### src/rtl/rwla_pkg.sv
// Shared types and codes for the readers-writers lock arbiter.
`default_nettype none

package rwla_pkg;

    localparam int ID_W    = 8;
    localparam int MODE_W  = 2;
    localparam int REPLY_W = 2;

    // Request modes
    localparam logic [MODE_W-1:0] MODE_READ  = 2'd0;
    localparam logic [MODE_W-1:0] MODE_WRITE = 2'd1;
    localparam logic [MODE_W-1:0] MODE_DONE  = 2'd2;

    // Reply codes
    localparam logic [REPLY_W-1:0] REPLY_WORK = 2'd0;
    localparam logic [REPLY_W-1:0] REPLY_WAIT = 2'd1;
    localparam logic [REPLY_W-1:0] REPLY_FULL = 2'd2;

    // Sequencer states
    typedef enum logic [2:0] {
        ST_IDLE,
        ST_APPLY,
        ST_SRCH_W,
        ST_SRCH_R,
        ST_PLAN,
        ST_REPLY,
        ST_BCAST,
        ST_GRANT
    } state_t;

    // List update commands
    typedef struct packed {
        logic push;
        logic remove;
    } list_ctl_t;

endpackage

`default_nettype wire

### src/rtl/rwla_list.sv
// Ordered id list: append at tail, remove at index with compaction, indexed read.
`default_nettype none

module rwla_list #(
    parameter int DEPTH = 8
) (
    input  wire                                   clk,
    input  wire                                   rst_n,
    input  wire  rwla_pkg::list_ctl_t             ctl,
    input  wire  [rwla_pkg::ID_W-1:0]             push_data,
    input  wire  [(DEPTH > 1 ? $clog2(DEPTH) : 1)-1:0] idx,
    output logic [rwla_pkg::ID_W-1:0]             rd_data,
    output logic [rwla_pkg::ID_W-1:0]             head,
    output logic [$clog2(DEPTH + 1)-1:0]          count,
    output logic                                  full
);

    localparam int IDX_W = (DEPTH > 1) ? $clog2(DEPTH) : 1;
    localparam int CNT_W = $clog2(DEPTH + 1);

    logic [rwla_pkg::ID_W-1:0] entry_reg [DEPTH];
    logic [CNT_W-1:0]          count_reg;

    // Entry storage: tail append, or close the gap above the removed index
    always_ff @(posedge clk)
    begin
        if (ctl.push)
        begin
            entry_reg[count_reg[IDX_W-1:0]] <= push_data;
        end
        else if (ctl.remove)
        begin
            for (int j = 0; j < DEPTH - 1; j++)
            begin
                if (IDX_W'(j) >= idx)
                begin
                    entry_reg[j] <= entry_reg[j + 1];
                end
            end
        end
    end

    // Fill count
    always_ff @(posedge clk or negedge rst_n)
    begin
        if (!rst_n)
        begin
            count_reg <= '0;
        end
        else if (ctl.push)
        begin
            count_reg <= count_reg + CNT_W'(1);
        end
        else if (ctl.remove)
        begin
            count_reg <= count_reg - CNT_W'(1);
        end
    end

    assign rd_data = entry_reg[idx];
    assign head    = entry_reg[0];
    assign count   = count_reg;
    assign full    = (count_reg == CNT_W'(DEPTH));

endmodule

`default_nettype wire

### src/rtl/readers_writers_lock_arbiter_core.sv
// Top level: writer-priority readers-writers lock server with a message sequencer.
// Sequence: after the request transfer an apply state and a plan state, then the reply,
//   broadcast and grant states, each sending its message or passing on with nothing to send;
//   a completion first compares writer queue entries, then reader list entries, until a match.
// Throughput: one request at a time, taken once its last message is registered; msg_ready low stalls it.
// Reset clears list counts, paused/active flags and the sequencer; entries are not cleared.
`default_nettype none

module readers_writers_lock_arbiter_core #(
    parameter int MAX_READERS = 8,
    parameter int MAX_WRITERS = 2
) (
    input  wire                                clk,
    input  wire                                rst_n,
    input  wire                                req_valid,
    output logic                               req_ready,
    input  wire  [rwla_pkg::MODE_W-1:0]        mode,
    input  wire  [rwla_pkg::ID_W-1:0]          requester,
    output logic                               msg_valid,
    input  wire                                msg_ready,
    output logic [rwla_pkg::ID_W-1:0]          destination,
    output logic [rwla_pkg::REPLY_W-1:0]       reply,
    output logic                               last
);

    localparam int RIDX_W = (MAX_READERS > 1) ? $clog2(MAX_READERS) : 1;
    localparam int WIDX_W = (MAX_WRITERS > 1) ? $clog2(MAX_WRITERS) : 1;
    localparam int RCNT_W = $clog2(MAX_READERS + 1);
    localparam int WCNT_W = $clog2(MAX_WRITERS + 1);
    localparam int IDX_W  = (RCNT_W > WCNT_W) ? RCNT_W : WCNT_W;

    rwla_pkg::state_t              state_reg, state_next;
    logic [rwla_pkg::MODE_W-1:0]   mode_reg, mode_next;
    logic [rwla_pkg::ID_W-1:0]     id_reg, id_next;
    logic [IDX_W-1:0]              idx_reg, idx_next;
    logic                          pend_reg, pend_next;
    logic [rwla_pkg::REPLY_W-1:0]  pend_reply_reg, pend_reply_next;
    logic                          bcast_reg, bcast_next;
    logic [rwla_pkg::REPLY_W-1:0]  bc_reply_reg, bc_reply_next;
    logic                          grant_reg, grant_next;
    logic                          paused_reg, paused_next;
    logic                          active_reg, active_next;

    logic                          msg_valid_reg;
    logic [rwla_pkg::ID_W-1:0]     dest_reg;
    logic [rwla_pkg::REPLY_W-1:0]  reply_reg;
    logic                          last_reg;

    // List interfaces
    rwla_pkg::list_ctl_t           r_ctl, w_ctl;
    logic [rwla_pkg::ID_W-1:0]     r_rd_data, r_head, w_rd_data, w_head;
    logic [RCNT_W-1:0]             r_count;
    logic [WCNT_W-1:0]             w_count;
    logic                          r_full, w_full;

    // Shared compare unit and sequencer helpers
    logic [rwla_pkg::ID_W-1:0]     cmp_entry;
    logic                          hit;
    logic [IDX_W-1:0]              idx_inc;
    logic [IDX_W-1:0]              r_count_ext, w_count_ext;
    logic                          slot_free;
    logic                          emit;
    logic [rwla_pkg::ID_W-1:0]     e_dest;
    logic [rwla_pkg::REPLY_W-1:0]  e_reply;
    logic                          e_last;

    rwla_list #(
        .DEPTH (MAX_READERS)
    ) u_readers (
        .clk       (clk),
        .rst_n     (rst_n),
        .ctl       (r_ctl),
        .push_data (id_reg),
        .idx       (idx_reg[RIDX_W-1:0]),
        .rd_data   (r_rd_data),
        .head      (r_head),
        .count     (r_count),
        .full      (r_full)
    );

    rwla_list #(
        .DEPTH (MAX_WRITERS)
    ) u_writers (
        .clk       (clk),
        .rst_n     (rst_n),
        .ctl       (w_ctl),
        .push_data (id_reg),
        .idx       (idx_reg[WIDX_W-1:0]),
        .rd_data   (w_rd_data),
        .head      (w_head),
        .count     (w_count),
        .full      (w_full)
    );

    assign cmp_entry   = (state_reg == rwla_pkg::ST_SRCH_W) ? w_rd_data : r_rd_data;
    assign hit         = (cmp_entry == id_reg);
    assign idx_inc     = idx_reg + IDX_W'(1);
    assign r_count_ext = IDX_W'(r_count);
    assign w_count_ext = IDX_W'(w_count);
    assign slot_free   = !msg_valid_reg || msg_ready;

    // Sequencer: next state, list commands and message emission
    always_comb
    begin
        state_next      = state_reg;
        mode_next       = mode_reg;
        id_next         = id_reg;
        idx_next        = idx_reg;
        pend_next       = pend_reg;
        pend_reply_next = pend_reply_reg;
        bcast_next      = bcast_reg;
        bc_reply_next   = bc_reply_reg;
        grant_next      = grant_reg;
        paused_next     = paused_reg;
        active_next     = active_reg;
        r_ctl           = '0;
        w_ctl           = '0;
        emit            = 1'b0;
        e_dest          = id_reg;
        e_reply         = pend_reply_reg;
        e_last          = 1'b0;

        unique case (state_reg)
            rwla_pkg::ST_IDLE:
            begin
                idx_next = '0;
                if (req_valid)
                begin
                    mode_next  = mode;
                    id_next    = requester;
                    pend_next  = 1'b0;
                    state_next = rwla_pkg::ST_APPLY;
                end
            end

            // Store the request and set up the direct reply, or start the search for a completion
            rwla_pkg::ST_APPLY:
            begin
                priority if (mode_reg == rwla_pkg::MODE_READ)
                begin
                    pend_next = 1'b1;
                    if (r_full)
                    begin
                        pend_reply_next = rwla_pkg::REPLY_FULL;
                    end
                    else
                    begin
                        r_ctl.push      = 1'b1;
                        pend_reply_next = (w_count == '0) ? rwla_pkg::REPLY_WORK
                                                          : rwla_pkg::REPLY_WAIT;
                    end
                    state_next = rwla_pkg::ST_PLAN;
                end
                else if (mode_reg == rwla_pkg::MODE_WRITE)
                begin
                    pend_next = 1'b1;
                    if (w_full)
                    begin
                        pend_reply_next = rwla_pkg::REPLY_FULL;
                    end
                    else
                    begin
                        w_ctl.push      = 1'b1;
                        pend_reply_next = rwla_pkg::REPLY_WAIT;
                    end
                    state_next = rwla_pkg::ST_PLAN;
                end
                else if (mode_reg == rwla_pkg::MODE_DONE)
                begin
                    idx_next   = '0;
                    state_next = rwla_pkg::ST_SRCH_W;
                end
                else
                begin
                    state_next = rwla_pkg::ST_PLAN;
                end
            end

            // Scan writer queue for the completing id
            rwla_pkg::ST_SRCH_W:
            begin
                if (idx_reg >= w_count_ext)
                begin
                    idx_next   = '0;
                    state_next = rwla_pkg::ST_SRCH_R;
                end
                else if (hit)
                begin
                    w_ctl.remove = 1'b1;
                    active_next  = 1'b0;
                    state_next   = rwla_pkg::ST_PLAN;
                end
                else
                begin
                    idx_next = idx_inc;
                end
            end

            // Scan reader list for the completing id
            rwla_pkg::ST_SRCH_R:
            begin
                if (idx_reg >= r_count_ext)
                begin
                    state_next = rwla_pkg::ST_PLAN;
                end
                else if (hit)
                begin
                    r_ctl.remove = 1'b1;
                    state_next   = rwla_pkg::ST_PLAN;
                end
                else
                begin
                    idx_next = idx_inc;
                end
            end

            // Scheduling decision on the updated lists
            rwla_pkg::ST_PLAN:
            begin
                idx_next   = '0;
                bcast_next = 1'b0;
                grant_next = 1'b0;
                if (w_count == '0)
                begin
                    if (paused_reg)
                    begin
                        bcast_next    = (r_count != '0);
                        bc_reply_next = rwla_pkg::REPLY_WORK;
                        paused_next   = 1'b0;
                    end
                end
                else if (!active_reg)
                begin
                    if (!paused_reg)
                    begin
                        bcast_next    = (r_count != '0);
                        bc_reply_next = rwla_pkg::REPLY_WAIT;
                        paused_next   = 1'b1;
                    end
                    grant_next  = 1'b1;
                    active_next = 1'b1;
                end
                state_next = rwla_pkg::ST_REPLY;
            end

            rwla_pkg::ST_REPLY:
            begin
                if (!pend_reg)
                begin
                    state_next = rwla_pkg::ST_BCAST;
                end
                else if (slot_free)
                begin
                    emit       = 1'b1;
                    e_dest     = id_reg;
                    e_reply    = pend_reply_reg;
                    e_last     = !bcast_reg && !grant_reg;
                    state_next = e_last ? rwla_pkg::ST_IDLE : rwla_pkg::ST_BCAST;
                end
            end

            // One pause/resume transfer per listed reader
            rwla_pkg::ST_BCAST:
            begin
                if (!bcast_reg)
                begin
                    state_next = rwla_pkg::ST_GRANT;
                end
                else if (slot_free)
                begin
                    emit    = 1'b1;
                    e_dest  = r_rd_data;
                    e_reply = bc_reply_reg;
                    e_last  = (idx_inc == r_count_ext) && !grant_reg;
                    if (idx_inc == r_count_ext)
                    begin
                        state_next = grant_reg ? rwla_pkg::ST_GRANT : rwla_pkg::ST_IDLE;
                    end
                    else
                    begin
                        idx_next = idx_inc;
                    end
                end
            end

            rwla_pkg::ST_GRANT:
            begin
                if (!grant_reg)
                begin
                    state_next = rwla_pkg::ST_IDLE;
                end
                else if (slot_free)
                begin
                    emit       = 1'b1;
                    e_dest     = w_head;
                    e_reply    = rwla_pkg::REPLY_WORK;
                    e_last     = 1'b1;
                    state_next = rwla_pkg::ST_IDLE;
                end
            end

            default:
            begin
                state_next = rwla_pkg::ST_IDLE;
            end
        endcase
    end

    // Control registers
    always_ff @(posedge clk or negedge rst_n)
    begin
        if (!rst_n)
        begin
            state_reg     <= rwla_pkg::ST_IDLE;
            pend_reg      <= 1'b0;
            bcast_reg     <= 1'b0;
            grant_reg     <= 1'b0;
            paused_reg    <= 1'b0;
            active_reg    <= 1'b0;
            msg_valid_reg <= 1'b0;
        end
        else
        begin
            state_reg  <= state_next;
            pend_reg   <= pend_next;
            bcast_reg  <= bcast_next;
            grant_reg  <= grant_next;
            paused_reg <= paused_next;
            active_reg <= active_next;
            if (emit)
            begin
                msg_valid_reg <= 1'b1;
            end
            else if (msg_ready)
            begin
                msg_valid_reg <= 1'b0;
            end
        end
    end

    // Payload registers
    always_ff @(posedge clk)
    begin
        mode_reg       <= mode_next;
        id_reg         <= id_next;
        idx_reg        <= idx_next;
        pend_reply_reg <= pend_reply_next;
        bc_reply_reg   <= bc_reply_next;
        if (emit)
        begin
            dest_reg  <= e_dest;
            reply_reg <= e_reply;
            last_reg  <= e_last;
        end
    end

    assign req_ready   = (state_reg == rwla_pkg::ST_IDLE);
    assign msg_valid   = msg_valid_reg;
    assign destination = dest_reg;
    assign reply       = reply_reg;
    assign last        = last_reg;

    // Checks
    a_active_has_writer: assert property (@(posedge clk) disable iff (!rst_n)
        active_reg |-> (w_count != '0))
        else $error("writer marked active with an empty writer queue");

    a_last_ends_item: assert property (@(posedge clk) disable iff (!rst_n)
        (emit && e_last) |=> req_ready)
        else $error("final transfer of an item did not return to idle");

    a_one_item_at_a_time: assert property (@(posedge clk) disable iff (!rst_n)
        (req_valid && req_ready) |=> !req_ready)
        else $error("request taken while previous one still in progress");

endmodule

`default_nettype wire

### config.mk
export PLATFORM = sky130hd
export DESIGN_NAME = readers_writers_lock_arbiter_core
export DESIGN_NICKNAME = d
export VERILOG_FILES = /design/src/rtl/rwla_pkg.sv /design/src/rtl/rwla_list.sv /design/src/rtl/readers_writers_lock_arbiter_core.sv
export SDC_FILE = /design/constraint.sdc
export NUM_CORES = 1
export LEC_CHECK = 0
export BUFFER_PORTS_ARGS = -buffer_cell sky130_fd_sc_hd__buf_2
export CORE_MARGIN = 2
export CORE_UTILIZATION = 45
export CTS_CLUSTER_DIAMETER = 30
export DETAILED_ROUTE_END_ITERATION = 16
export GPL_TIMING_DRIVEN = 0
export PLACE_DENSITY = 0.69
export SLEW_MARGIN = 20
export SYNTH_ARGS = -nofsm -noshare
export SYNTH_HDL_FRONTEND = slang
export SYNTH_SLANG_ARGS = --single-unit
### constraint.sdc
create_clock -name clk -period 7 [get_ports clk]
set_input_delay 0.35 -clock clk [delete_from_list [all_inputs] [get_ports clk]]
set_output_delay 0.35 -clock clk [all_outputs]
set_load 0.03 [all_outputs]
==> flow_results.org <==
** Worst setup path
- Critical register-to-register path endpoint :: u_readers.entry_reg[3][4]
- Critical path peak fanout :: 10
- Worst EP required :: 7.04 ns
- Crit Path Class :: reg -> reg
- Worst endpoint data arrival time :: 4.85 ns
- Flop2flop setup slack :: 2.19 ns
- For the worst flop-to-flop path, the logic depth is 9.
- Element type at the critical path start :: flip-flop
- Element type at the critical path end :: flip-flop

** Placed design
- After detailed placement, the design holds a cell count of 870.
- Routability-driven placement congestion ratio :: 0.940
- Placed wire-length estimate after detailed placement :: 14.1 mm
- Buffers placed on the I/O ports in this run total 26.

** Clock tree
- The later pin in the worst-skew pair is clocked with a latency of 0.43 ns.
- The H-tree generated during clock tree synthesis spans 4 levels.
- Clock Tree Buf Depth :: 2
- Root buf cell :: clkbuf_16
- Clock-pin slew reported for the worst setup and hold paths after clock tree synthesis :: 0.06 ns
- TritonCTS created 17 clock buffers.
- Clock sink total :: 126
- Post-cts gate resize count :: 0
- Clock tree from TritonCTS :: yes

** Power and ir drop
- Total net switching power :: 1.25 mW
- Flop pwr share :: 32.4%
- Leakage power figure :: 2.84 nW
- Clock Power Share :: 27.4%
- Worst IR Drop VDD :: 0.219 mV
- Of the total power, the share spent switching nets is 39.0%.
- Combinational logic burns 40.2% of the power.
- In this run the power density over the cells is 398 mW/mm^2.
- The internal power of the cells totals 1.96 mW.

** Detailed routing
- Via density per instance :: 6.37
- Total length of routed wires :: 20.6 mm
- Total vias in the final route :: 5750
- 1st-pass router iterations :: 6
- Post-route DRC :: 0
- In this run the remaining antenna-violating nets after routing total 0.
- After the first detailed-routing iteration, the DRC count stood at 781.
- Dividing the detail-routed wire length by the instance count gives 22.8 um.

** Logic synthesis
- Synthesized-area fraction occupied by ao, oa, aoi and oai cells :: 18.4%
- Cell type with the largest total area after synthesis :: edfxtp_1
- Synthesis produced a netlist with a net count of 656.
- In the synthesized netlist, mux cells make up 10.3% of the area.
- Summing the areas of all xor and xnor instances in the mapped netlist gives 2.74% of the synthesized area.
- Most used DFF post-synth :: edfxtp_1
- Post-synthesis sequential area ratio :: 52.2%
- Sorting the synthesized cells by how often they occur yields edfxtp_1, nor2_1, o21ai_0.
- Largest cells by area after synthesis :: edfxtp_1, mux2_2, dfrtp_1
- Summing the areas of all fa, ha and maj instances in the mapped netlist gives 2.24% of the synthesized area.
- After Yosys synthesis, and, or, nand and nor cells account for 10.7% of the synthesized area.
- Warning count from the yosys run :: 0
- Post-synth design cell area :: 0.00704 sq mm
- Summed over its instances, the top area cell type makes up 46.1% of the synthesized netlist area.
- Count of flip-flops with a built-in enable after synthesis :: 108
- Synthesized instance count :: 630
- Dominant cell by count in the synthesized netlist :: edfxtp_1
- Each instance of the synthesized netlist takes up on average 11.2 sq um.
- Number of different library cells in the post-synthesis netlist :: 61
- Dominant combinational cell family by area after synthesis :: compound AO/OA/AOI/OAI gates
- Of all flip-flops after synthesis, the portion carrying an async set or reset was 11.9%.
- Synthesis inferred 126 register bits.

** Cells and area
- Of the cells placed in the final design, the portion with a size suffix greater than 1 is 17.8%.
- For this run, the post-layout net count is 705.
- From synthesis to final layout, the design area changed by 14.8%.
- Max reg flops :: 64
- Number of non-filler instances in the completed layout :: 903
- The number of antenna diodes in the final layout is 0.

** Timing
- Total Negative Setup Slacks :: 0 ns
- Setup violations remaining at the end of the flow were counted as 0.
- The routed design could run at a clock period as short as 4.81 ns.
- At the pin with the least slew margin, the transition time is 1.20 ns.
- The final hold violation count is 0.
- The max-slew violation count is 0.
- Based on the critical path, the design can be clocked at up to 0.208 GHz.
- RSZ-0062 raised after global routing :: no
- On the final layout, the worst clock skew is 0.0102 ns.
- Period utilization :: 68.7%
- Headroom to the max-slew limit came out at 19.6%.

** Run status
- The run finished with clean final reports.

** Floorplanning
- Placement row count :: 45
- Die outline width :: 129 um
- Die Outline Area :: 0.0167 sq mm
- Initial cell density of the core :: 46.2%
- The region available for standard cell placement spans 0.0153 sq mm.
- Die Ht :: 129 um
- For this design the top-level I/O count stands at 27.

** Worst hold path
- Along the worst hold path, the cell count comes to 1.
- Hold path startpoint :: mode[0]
- The worst hold path terminates at mode_reg[0].
- In this run the worst hold path is classified as in -> reg.

** Global routing
- The number of antenna violations at the first check in global routing was 0.
- Global-route wire length before repair :: 31.1 mm
- Across every metal layer, demand over resource in global routing totals 25.3%.
- Entering global routing, the biggest net connects 17 pins.
- GRT overflow :: 0
- Vias in the first global route :: 5541

** Run
- Number of max-cap violations :: 0
## area by class of cell
cell class                 instances  area, sq um
inverter                          21         78.8
clock inverter                    14          150
sequential                       126         3680
timing repair buffer              30          163
clock buffer                      18          429
fill                            1307         7170
buffer                            39          159
tap                              211          264
multi-input combinational        444         3160
## worst max-delay path: stages, from the launching register on
cell and delay (ns):
dfxtp_1 0.36, clkbuf_1 0.54, mux4_2 0.40, mux2i_1 0.40, xor2_1 0.25, nand4_1 0.30, o41ai_4 0.61, nand2_1 0.28
clkbuf_1 0.36, o22ai_1 0.92
## kinds of logic after synthesis
| kind of cell | after synthesis |
|---|---|
| compound gates | 188 |
| simple gates | 164 |
| flops | 126 |
| buf+inv | 60 |
| mux | 58 |
| xor+xnor | 22 |
| fa+ha+maj | 12 |
## power groups by stage
stage	Clock [mW]	Sequential [mW]	Combinational (mW)
2_1_floorplan	0	1.06	0.885
3_3_place_gp	0	1.05	1.21
3_5_place_dp	0	1.05	1.25
4_1_cts	0.884	1.04	1.26
5_1_grt	0.912	1.05	1.39
6_report	0.882	1.04	1.29
## how the worst max path moves through the flow
stage | slack [ns] | end | from | cells after the start
finish | 2.19 | u_readers.entry_reg[3][4] | flip-flop | 9
detailed placement | 2.30 | u_readers.entry_reg[3][0] | flip-flop | 9
global placement | 2.06 | u_readers.entry_reg[0][7] | flip-flop | 9
floorplan | 3.56 | u_readers.entry_reg[2][0] | flip-flop | 10
CTS | 2.26 | u_readers.entry_reg[3][2] | flip-flop | 9
global route | 1.96 | u_readers.entry_reg[3][2] | flip-flop | 9
## routing by layer
metal | global-route usage [%] | wire length (um) | vias to the layer above
li1 | - | - | 2515
met1 | 34.5 | 8170 | 2784
met2 | 38.1 | 9390 | 391
met3 | 5.78 | 2210 | 60
met4 | 13.2 | 821 | 0
met5 | 0 | 0 | -
## cells in the final DEF, fill, tap and decap left out, types with 9 or more instances in the layout
master and instances:
dfrtp_1 15, o22a_1 9, buf_2 30, edfxtp_1 108, a21oi_1 29, o22ai_1 12, xnor2_1 16, o21ai_0 50
nand3_1 9, a22oi_1 16, nor2_1 55, clkbuf_16 17, inv_1 20, nand2_1 42, clkbuf_1 29, nor3_1 21
mux2i_1 15, mux2_2 35, ha_1 11
## through the flow
step	total power [mW]	area, sq um	hold slack (ns)	util [%]	setup WS (ns)
final	3.21	8080	0.0948	53.0	2.19
after global routing	3.35	8080	0.0848	53.0	1.96
after CTS	3.18	8070	0.0870	52.9	2.26
after detailed placement	2.30	7480	0.282	49.0	2.30
after global placement	2.26	7440	0.275	48.7	2.06
after floorplan	1.94	7040	0.0544	-	3.56
## repair_timing
action / in CTS / in global routing
hold buffers: 1 / 0
buffers inserted: 0 / 0
endpoints found under the hold margin: 15 / 0
No activity file was read; power rests on OpenSTA's default activity.
